File: src/hdl/tbg_pkg.sv
`default_nettype none

package tbg_pkg;

   localparam int COUNT_W    = 7;
   localparam int INDEX_W    = 6;
   localparam int BYTE_W     = 8;
   localparam int WORD_W     = 32;
   localparam int NUM_COMP   = 4;
   localparam int LIMIT_W    = 20;
   localparam int PRODUCED_W = 21;
   localparam int CSR_DATA_W = 32;
   localparam int CSR_ADDR_W = 2;

   localparam logic [LIMIT_W-1:0]    LIMIT_RESET  = LIMIT_W'(100000);
   localparam logic [CSR_ADDR_W-1:0] ADDR_LIMIT   = CSR_ADDR_W'(0);
   localparam logic                  FUNC_GEN     = 1'b0;
   localparam logic                  FUNC_RESEED  = 1'b1;

   localparam logic [WORD_W-1:0] MASK_C0 = 32'hFFFF_FFFE;
   localparam logic [WORD_W-1:0] MASK_C1 = 32'hFFFF_FFF8;
   localparam logic [WORD_W-1:0] MASK_C2 = 32'hFFFF_FFF0;
   localparam logic [WORD_W-1:0] MASK_C3 = 32'hFFFF_FF80;

   typedef struct packed {
      logic reseed;
      logic start;
      logic step;
   } cmd_type;

   typedef struct packed {
      logic count_zero;
      logic out_free;
      logic last_step;
   } status_type;

endpackage

`default_nettype wire

File: src/hdl/tbg_ctrl.sv
`default_nettype none

module tbg_ctrl
   import tbg_pkg::*;
(
   input  wire logic       clock,
   input  wire logic       reset,
   input  wire logic       req_valid,
   input  wire logic       req_func,
   input  wire status_type status,
   output cmd_type         cmd,
   output logic            req_stall
);

   typedef enum logic {IDLE, GEN} state_type;

   state_type state_ff;
   state_type state_in;

   always_comb begin
      cmd      = '0;
      state_in = state_ff;
      case (state_ff)
         IDLE: begin
            if (req_valid) begin
               if (req_func == FUNC_RESEED) begin
                  cmd.reseed = 1'b1;
               end else if (!status.count_zero) begin
                  cmd.start = 1'b1;
                  state_in  = GEN;
               end
            end
         end
         GEN: begin
            if (status.out_free) begin
               cmd.step = 1'b1;
               if (status.last_step) begin
                  state_in = IDLE;
               end
            end
         end
         default: begin
            state_in = IDLE;
         end
      endcase
   end

   always_ff @(posedge clock) begin
      if (reset) begin
         state_ff <= IDLE;
      end else begin
         state_ff <= state_in;
      end
   end

   assign req_stall = (state_ff != IDLE);

endmodule

`default_nettype wire

File: src/hdl/tbg_datapath.sv
`default_nettype none

module tbg_datapath
   import tbg_pkg::*;
#(
   parameter int MAX_REQUEST_BYTES = 64
)
(
   input  wire logic               clock,
   input  wire logic               reset,
   input  wire cmd_type            cmd,
   output status_type              status,
   input  wire logic [COUNT_W-1:0] req_byte_count,
   input  wire logic [WORD_W-1:0]  req_mix_word0,
   input  wire logic [WORD_W-1:0]  req_mix_word1,
   input  wire logic [WORD_W-1:0]  req_mix_word2,
   input  wire logic [WORD_W-1:0]  req_mix_word3,
   input  wire logic [WORD_W-1:0]  req_entropy0,
   input  wire logic [WORD_W-1:0]  req_entropy1,
   input  wire logic [WORD_W-1:0]  req_entropy2,
   input  wire logic [WORD_W-1:0]  req_entropy3,
   input  wire logic               req_entropy_valid,
   input  wire logic [LIMIT_W-1:0] limit,
   output logic                    rsp_valid,
   input  wire logic               rsp_stall,
   output logic [BYTE_W-1:0]       rsp_byte_value,
   output logic [INDEX_W-1:0]      rsp_buffer_index,
   output logic                    rsp_last_byte,
   output logic                    rsp_reseed_due
);

   localparam logic [COUNT_W-1:0] MAX_COUNT = COUNT_W'(MAX_REQUEST_BYTES);
   localparam logic [PRODUCED_W-1:0] PRODUCED_MAX = '1;

   logic [WORD_W-1:0]     comp_ff [NUM_COMP];
   logic [WORD_W-1:0]     comp_step [NUM_COMP];
   logic [WORD_W-1:0]     c0_mixed;
   logic [WORD_W-1:0]     word_ff;
   logic [WORD_W-1:0]     word_new;
   logic [WORD_W-1:0]     word_cur;
   logic [1:0]            pos_ff;
   logic [COUNT_W-1:0]    left_ff;
   logic [COUNT_W-1:0]    count_clamped;
   logic [COUNT_W-1:0]    idx;
   logic                  due_ff;
   logic [PRODUCED_W-1:0] produced_ff;
   logic [PRODUCED_W:0]   produced_sum;
   logic                  rsp_valid_ff;
   logic [BYTE_W-1:0]     byte_sel;

   always_comb begin
      comp_step[0] = ((comp_ff[0] & MASK_C0) << 18)
                   ^ (((comp_ff[0] << 6) ^ comp_ff[0]) >> 13);
      comp_step[1] = ((comp_ff[1] & MASK_C1) << 2)
                   ^ (((comp_ff[1] << 2) ^ comp_ff[1]) >> 27);
      comp_step[2] = ((comp_ff[2] & MASK_C2) << 7)
                   ^ (((comp_ff[2] << 13) ^ comp_ff[2]) >> 21);
      comp_step[3] = ((comp_ff[3] & MASK_C3) << 13)
                   ^ (((comp_ff[3] << 3) ^ comp_ff[3]) >> 12);
      word_new = comp_step[0] ^ comp_step[1] ^ comp_step[2] ^ comp_step[3];
      word_cur = (pos_ff == 2'd0) ? word_new : word_ff;
      case (pos_ff)
         2'd0:    byte_sel = word_cur[31:24];
         2'd1:    byte_sel = word_cur[23:16];
         2'd2:    byte_sel = word_cur[15:8];
         default: byte_sel = word_cur[7:0];
      endcase
   end

   assign c0_mixed      = comp_ff[0] ^ req_mix_word0;
   assign count_clamped = (req_byte_count > MAX_COUNT) ? MAX_COUNT : req_byte_count;
   assign idx           = left_ff - COUNT_W'(1);
   assign produced_sum  = {1'b0, produced_ff} + (PRODUCED_W+1)'(count_clamped);

   assign status.count_zero = (count_clamped == '0);
   assign status.out_free   = !rsp_valid_ff || !rsp_stall;
   assign status.last_step  = (left_ff == COUNT_W'(1));

   always_ff @(posedge clock) begin
      if (reset) begin
         for (int i = 0; i < NUM_COMP; i++) begin
            comp_ff[i] <= '0;
         end
         produced_ff  <= '0;
         rsp_valid_ff <= 1'b0;
      end else begin
         if (cmd.reseed) begin
            if (req_entropy_valid) begin
               comp_ff[0] <= c0_mixed ^ req_entropy0;
               comp_ff[1] <= comp_ff[1] ^ req_mix_word1 ^ c0_mixed ^ req_entropy1;
               comp_ff[2] <= comp_ff[2] ^ req_mix_word2 ^ c0_mixed ^ req_entropy2;
               comp_ff[3] <= comp_ff[3] ^ req_mix_word3 ^ c0_mixed ^ req_entropy3;
            end else begin
               comp_ff[0] <= c0_mixed;
               comp_ff[1] <= comp_ff[1] ^ req_mix_word1 ^ c0_mixed;
               comp_ff[2] <= comp_ff[2] ^ req_mix_word2 ^ c0_mixed;
               comp_ff[3] <= comp_ff[3] ^ req_mix_word3 ^ c0_mixed;
            end
            produced_ff <= '0;
         end else if (cmd.start) begin
            if (produced_sum[PRODUCED_W]) begin
               produced_ff <= PRODUCED_MAX;
            end else begin
               produced_ff <= produced_sum[PRODUCED_W-1:0];
            end
         end else if (cmd.step && (pos_ff == 2'd0)) begin
            for (int i = 0; i < NUM_COMP; i++) begin
               comp_ff[i] <= comp_step[i];
            end
         end
         if (cmd.step) begin
            rsp_valid_ff <= 1'b1;
         end else if (!rsp_stall) begin
            rsp_valid_ff <= 1'b0;
         end
      end
   end

   always_ff @(posedge clock) begin
      if (cmd.start) begin
         left_ff <= count_clamped;
         pos_ff  <= 2'd0;
         due_ff  <= ({1'b0, limit} < produced_ff);
      end else if (cmd.step) begin
         left_ff <= idx;
         pos_ff  <= pos_ff + 2'd1;
         if (pos_ff == 2'd0) begin
            word_ff <= word_new;
         end
      end
      if (cmd.step) begin
         rsp_byte_value   <= byte_sel;
         rsp_buffer_index <= idx[INDEX_W-1:0];
         rsp_last_byte    <= (left_ff == COUNT_W'(1));
         rsp_reseed_due   <= due_ff;
      end
   end

   assign rsp_valid = rsp_valid_ff;

endmodule

`default_nettype wire

File: src/hdl/tausworthe_byte_generator.sv
`default_nettype none
// Reseed requests take effect at the edge that accepts them; no result follows.
// A generate request of N bytes sends the controller to GEN, which steps each byte into
// the output register, one byte per cycle while the output is not stalled.
// The throughput is one byte per cycle without stalls, set by the single output register.
// Synchronous reset clears the components, the byte counter and the pending output.
module tausworthe_byte_generator
   import tbg_pkg::*;
#(
   parameter int MAX_REQUEST_BYTES = 64
)
(
   input  wire logic                  clock,
   input  wire logic                  reset,
   input  wire logic                  req_valid,
   output logic                       req_stall,
   input  wire logic                  req_func,
   input  wire logic [COUNT_W-1:0]    req_byte_count,
   input  wire logic [WORD_W-1:0]     req_mix_word0,
   input  wire logic [WORD_W-1:0]     req_mix_word1,
   input  wire logic [WORD_W-1:0]     req_mix_word2,
   input  wire logic [WORD_W-1:0]     req_mix_word3,
   input  wire logic [WORD_W-1:0]     req_entropy0,
   input  wire logic [WORD_W-1:0]     req_entropy1,
   input  wire logic [WORD_W-1:0]     req_entropy2,
   input  wire logic [WORD_W-1:0]     req_entropy3,
   input  wire logic                  req_entropy_valid,
   output logic                       rsp_valid,
   input  wire logic                  rsp_stall,
   output logic [BYTE_W-1:0]          rsp_byte_value,
   output logic [INDEX_W-1:0]         rsp_buffer_index,
   output logic                       rsp_last_byte,
   output logic                       rsp_reseed_due,
   input  wire logic                  csr_psel,
   input  wire logic                  csr_penable,
   input  wire logic                  csr_pwrite,
   input  wire logic [CSR_ADDR_W-1:0] csr_paddr,
   input  wire logic [CSR_DATA_W-1:0] csr_pwdata,
   output logic [CSR_DATA_W-1:0]      csr_prdata,
   output logic                       csr_pready
);

   cmd_type             cmd;
   status_type          status;
   logic [LIMIT_W-1:0]  limit_ff;

   assign csr_pready = 1'b1;

   always_ff @(posedge clock) begin
      if (reset) begin
         limit_ff <= LIMIT_RESET;
      end else if (csr_psel && csr_penable && csr_pwrite && csr_pready
                   && (csr_paddr == ADDR_LIMIT)) begin
         limit_ff <= csr_pwdata[LIMIT_W-1:0];
      end
   end

   always_comb begin
      case (csr_paddr)
         ADDR_LIMIT: csr_prdata = {{(CSR_DATA_W-LIMIT_W){1'b0}}, limit_ff};
         default:    csr_prdata = '0;
      endcase
   end

   tbg_ctrl u_ctrl (
      .clock     (clock),
      .reset     (reset),
      .req_valid (req_valid),
      .req_func  (req_func),
      .status    (status),
      .cmd       (cmd),
      .req_stall (req_stall)
   );

   tbg_datapath #(
      .MAX_REQUEST_BYTES (MAX_REQUEST_BYTES)
   ) u_datapath (
      .clock             (clock),
      .reset             (reset),
      .cmd               (cmd),
      .status            (status),
      .req_byte_count    (req_byte_count),
      .req_mix_word0     (req_mix_word0),
      .req_mix_word1     (req_mix_word1),
      .req_mix_word2     (req_mix_word2),
      .req_mix_word3     (req_mix_word3),
      .req_entropy0      (req_entropy0),
      .req_entropy1      (req_entropy1),
      .req_entropy2      (req_entropy2),
      .req_entropy3      (req_entropy3),
      .req_entropy_valid (req_entropy_valid),
      .limit             (limit_ff),
      .rsp_valid         (rsp_valid),
      .rsp_stall         (rsp_stall),
      .rsp_byte_value    (rsp_byte_value),
      .rsp_buffer_index  (rsp_buffer_index),
      .rsp_last_byte     (rsp_last_byte),
      .rsp_reseed_due    (rsp_reseed_due)
   );

endmodule

`default_nettype wire
File: config.mk
export PLATFORM = sky130hd
export DESIGN_NAME = tausworthe_byte_generator
export DESIGN_NICKNAME = d
export VERILOG_FILES = /design/src/hdl/tbg_pkg.sv /design/src/hdl/tbg_ctrl.sv /design/src/hdl/tbg_datapath.sv /design/src/hdl/tausworthe_byte_generator.sv
export SDC_FILE = /design/constraint.sdc
export NUM_CORES = 1
export LEC_CHECK = 0
export BUFFER_PORTS_ARGS = -buffer_cell sky130_fd_sc_hd__buf_2
export CAP_MARGIN = 30
export CORE_MARGIN = 3
export CORE_UTILIZATION = 40
export CTS_BUF_LIST = sky130_fd_sc_hd__clkbuf_4
export DETAILED_ROUTE_END_ITERATION = 8
export PLACE_DENSITY = 0.65
export SLEW_MARGIN = 10
export SYNTH_ARGS = -nofsm -noshare
export SYNTH_HDL_FRONTEND = slang
export SYNTH_SLANG_ARGS = --single-unit
File: constraint.sdc
create_clock -name clock -period 3.05 [get_ports clock]
set_input_delay 0.1525 -clock clock [delete_from_list [all_inputs] [get_ports clock]]
set_output_delay 0.1525 -clock clock [all_outputs]
set_load 0.01 [all_outputs]
==> flow_summary_export.csv <==
group,metric,value,unit
sta,finalCriticalPeriod,2.74,ns
drt,drt_first_pass_iters,7,
worst_setup_path,critPathRequiredTime,3.51,ns
worst_setup_path,worst_r2r_path_depth,6,
sta,fin_ws,0.309,ns
status,status,"finished clean",
sta,finalMaxSlewViolations,0,
sta,max_freq,365,MHz
cts,clk_pin_slew,0.07,ns
worst_hold_path,worstHoldStart,"req_entropy2[7]",
drt,drtIter0Drc,1217,
worst_setup_path,crit_family,"buffers and inverters",
synth,avgSynthCellArea,9.62,µm²
grt,grt_pass1_vias,11721,
synth,synth_edf_count,161,
sta,fin_setup_tns,0,ns
cts,numCtsBuffers,58,
worst_setup_path,rr_endpoint,"u_datapath.left_ff[6]$_DFFE_PP_",
worst_setup_path,slowest_delay,0.60,ns
grt,grt_usage,24.2,%
placed_design,placed_area,0.0159,mm²
finish,drive_above_1_share,23.1,%
grt,antenna_found_initial,4,
worst_setup_path,regToRegSetupSlack,0.31,ns
worst_hold_path,min_path_cells,5,
cts,clk_path_buf_depth,3,
drt,drc,0,
sta,relSlewSlack,31.2,%
power_and_ir_drop,totalPowerFinal,10.6,mW
synth,synth-async-reset-ratio,0,%
placed_design,port_buffers,301,
sta,setup_viol,0,
worst_setup_path,worst_path_most_repeated_cell,"dlygate4sd3_1",
grt,grt_pass1_wl,67.8,mm
worst_setup_path,path_class,"flip-flop to flip-flop",
worst_setup_path,cp-start-kind,"flip-flop",
worst_setup_path,cp.depth,6,
power_and_ir_drop,p_seq_share,38.1,%
floorplan,initial_core_util,41.2,%
worst_hold_path,min_to,"u_datapath.comp_ff[0][71]$_DFFE_PP_",
power_and_ir_drop,leakage,6.85,nW
sta,post-route-period-util,89.9,%
power_and_ir_drop,p_sw,3.85,mW
synth,yosysUniqueCellTypes,59,
power_and_ir_drop,internal-power,6.71,mW
floorplan,die_area,0.0373,mm²
synth,yosysSeqAreaShare,40.9,%
finish,nNetsFinal,2196,
power_and_ir_drop,combPwrFrac,37.3,%
synth,synth_ff_type,"edfxtp_1",
sta,worst_hold_slack,0.0115,ns
floorplan,die_height,193,µm
finish,fillers,3160,
drt,routedWlPerCell,20.1,µm
sta,skew,0.0958,ns
grt,grt_max_degree,114,
floorplan,rows,67,
sta,rsz0062_at_grt,"false",
cts,cts_tree,"built",
finish,finalInstanceArea,0.0176,mm²
worst_setup_path,crit_start,"u_ctrl.req_stall$_SDFF_PP0_",
placed_design,place_congestion,0.927,
synth,ys_seq_elements,206,
synth,synthCells,1457,
power_and_ir_drop,clockPowerShare,24.6,%
synth,synth_area,0.0140,mm²
cts,clk_latency,0.75,ns
drt,via_per_inst,5.15,
grt,overflow,0,
drt,ant_nets,0,
floorplan,ios,357,
power_and_ir_drop,netSwitchingFraction,36.5,%
cts,cts_root_buf,"clkbuf_4",
drt,vias,12073,
worst_setup_path,worstPathArrival,3.20,ns
cts,cts_resized,0,
worst_setup_path,cp-end-kind,"flip-flop",
cts,post_cts_buffers,0,
cts,cts_max_level,2,
floorplan,fp.dieW,193,µm
placed_design,pre_cts_ws,0.389,ns
finish,syn_to_final_growth,25.7,%
sta,worstMarginPinSlew,1.03,ns
power_and_ir_drop,p_per_area,600,mW/mm²
synth,synth_warnings,0,
sta,finalHoldViolations,0,
cts,cts_sinks,206,
floorplan,core_area,0.0340,mm²
worst_setup_path,path_cells,"nor3b_2 -> dlygate4sd3_1 -> nand2_1 -> dlygate4sd3_1 -> a22o_1 -> dlygate4sd3_1",
worst_hold_path,hp-class,"input port to flip-flop",
power_and_ir_drop,irDropWorstVdd,0.379,mV
placed_design,dp_hpwl,34.8,mm
worst_setup_path,r2r_start,"u_ctrl.req_stall$_SDFF_PP0_",
worst_setup_path,crit_path_top_delay_cell,"dlygate4sd3_1",
worst_setup_path,crit_fanout,6,
job,drv_cap,0,
drt,wl,47.2,mm
worst_setup_path,critPathBufInv,3,
power by group through the flow:
stage	registers, mW	logic (mW)	clock network, mW
6_report	4.03	3.95	2.60
3_3_place_gp	4.05	3.75	0
3_5_place_dp	4.06	3.79	0
5_1_grt	4.05	4.23	2.81
4_1_cts	4.00	3.91	2.65
2_1_floorplan	3.87	2.77	0
flip-flops by register name, indices dropped and copies added (netlist names), 2 cells and up:
register / flops
u_datapath.left_ff: 7
u_datapath.word_ff: 24
u_datapath.rsp_byte_value: 8
limit_ff: 20
u_datapath.rsp_buffer_index: 6
u_datapath.comp_ff: 113
u_datapath.produced_ff: 21
u_datapath.pos_ff: 2
cell usage after synthesis, types with 6 or more instances:
cell | n | area (µm²)
buf_1 | 6 | 22.5
buf_4 | 13 | 97.6
ha_1 | 32 | 400
or2_2 | 6 | 37.5
buf_2 | 9 | 45.0
nor2_1 | 33 | 124
xor2_1 | 88 | 771
nor2b_1 | 10 | 62.6
a21o_1 | 8 | 60.1
edfxtp_1 | 161 | 4830
and2_1 | 22 | 138
mux2_2 | 10 | 113
o21ai_0 | 89 | 445
xnor2_1 | 387 | 3390
a21oi_1 | 50 | 250
o22ai_1 | 37 | 231
nand2_1 | 263 | 987
a211oi_1 | 6 | 45.0
a2bb2oi_1 | 6 | 52.6
nand3b_1 | 7 | 52.6
nor3_1 | 6 | 30.0
clkbuf_1 | 58 | 218
dfxtp_1 | 45 | 901
a221oi_1 | 13 | 114
inv_1 | 33 | 124
metal layers:
metal	track usage [%]	wire, µm	up-vias
li1	-	-	5708
met1	31.9	18600	5611
met2	37.4	21500	640
met3	6.49	5180	114
met4	11.0	1900	0
met5	0	0	-
worst register-to-register path: cells and delay by family (launching register included):
family | cells | cell delay, ns
buf+inv | 3 | 1.71
flops | 1 | 0.36
simple gates | 2 | 0.24
compound gates | 1 | 0.18
kinds of logic (layout without fill, tap and decap cells):
logic type,Yosys count,count (layout),share of synthesized area [%]
xor gates and xnor gates,475,475,29.7
AOI/OAI and AO/OA,233,233,9.91
and+or+nand+nor,375,375,11.8
buffers and inverters,120,545,3.64
DFF,206,206,40.9
adders and majority gates,33,33,3.00
muxes,13,13,1.02
other,2,18,0.0536
worst max path at each step:
stage	end	slack [ns]
after global routing	u_datapath.left_ff[6]$_DFFE_PP_	0.20
final	u_datapath.left_ff[6]$_DFFE_PP_	0.31
after CTS	u_datapath.left_ff[6]$_DFFE_PP_	0.37
after detailed placement	u_datapath.produced_ff[12]$_SDFFE_PP0P_	0.39
after floorplan	u_datapath.comp_ff[0][10]$_DFFE_PP_	0.48
after global placement	u_datapath.produced_ff[12]$_SDFFE_PP0P_	0.46
layout by cell type, fill, tap and decap left out, drive strengths merged, types with 8 or more instances in the layout:
cell type	count
xnor2	387
buf	321
nand2	263
edfxtp	161
dlygate4sd3	94
o21ai	94
xor2	88
clkbuf	76
a21oi	51
dfxtp	45
o22ai	37
inv	34
nor2	33
ha	32
and2	23
clkinv	17
a221oi	13
conb	13
nor2b	10
mux2	10
a21o	8
nor3	8
per-stage QoR:
step | utilization (%) | instances
6_report | 51.7 | 2346
4_1_cts | 51.7 | 2340
5_1_grt | 51.7 | 2346
3_5_place_dp | 46.8 | 2150
2_1_floorplan | - | 1468
3_3_place_gp | 46.7 | 2149
cell type report:
type | instances | area [µm²] | area share, %
clock inverter | 20 | 139 | 0.789
clock buffer | 76 | 571 | 3.24
multi-input combinational | 1142 | 7820 | 44.4
inverter | 34 | 128 | 0.725
sequential | 206 | 5740 | 32.6
timing repair buffer | 415 | 2650 | 15.0
tap | 448 | 561 | 3.18
antenna | 5 | 12.5 | 0.0711
what timing repair did:
action,4_1_cts,5_1_grt
hold buffers,94,0
endpoints found under the hold margin,72,0
setup endpoints to repair,0,0
Power figures use the tool's default switching activity.
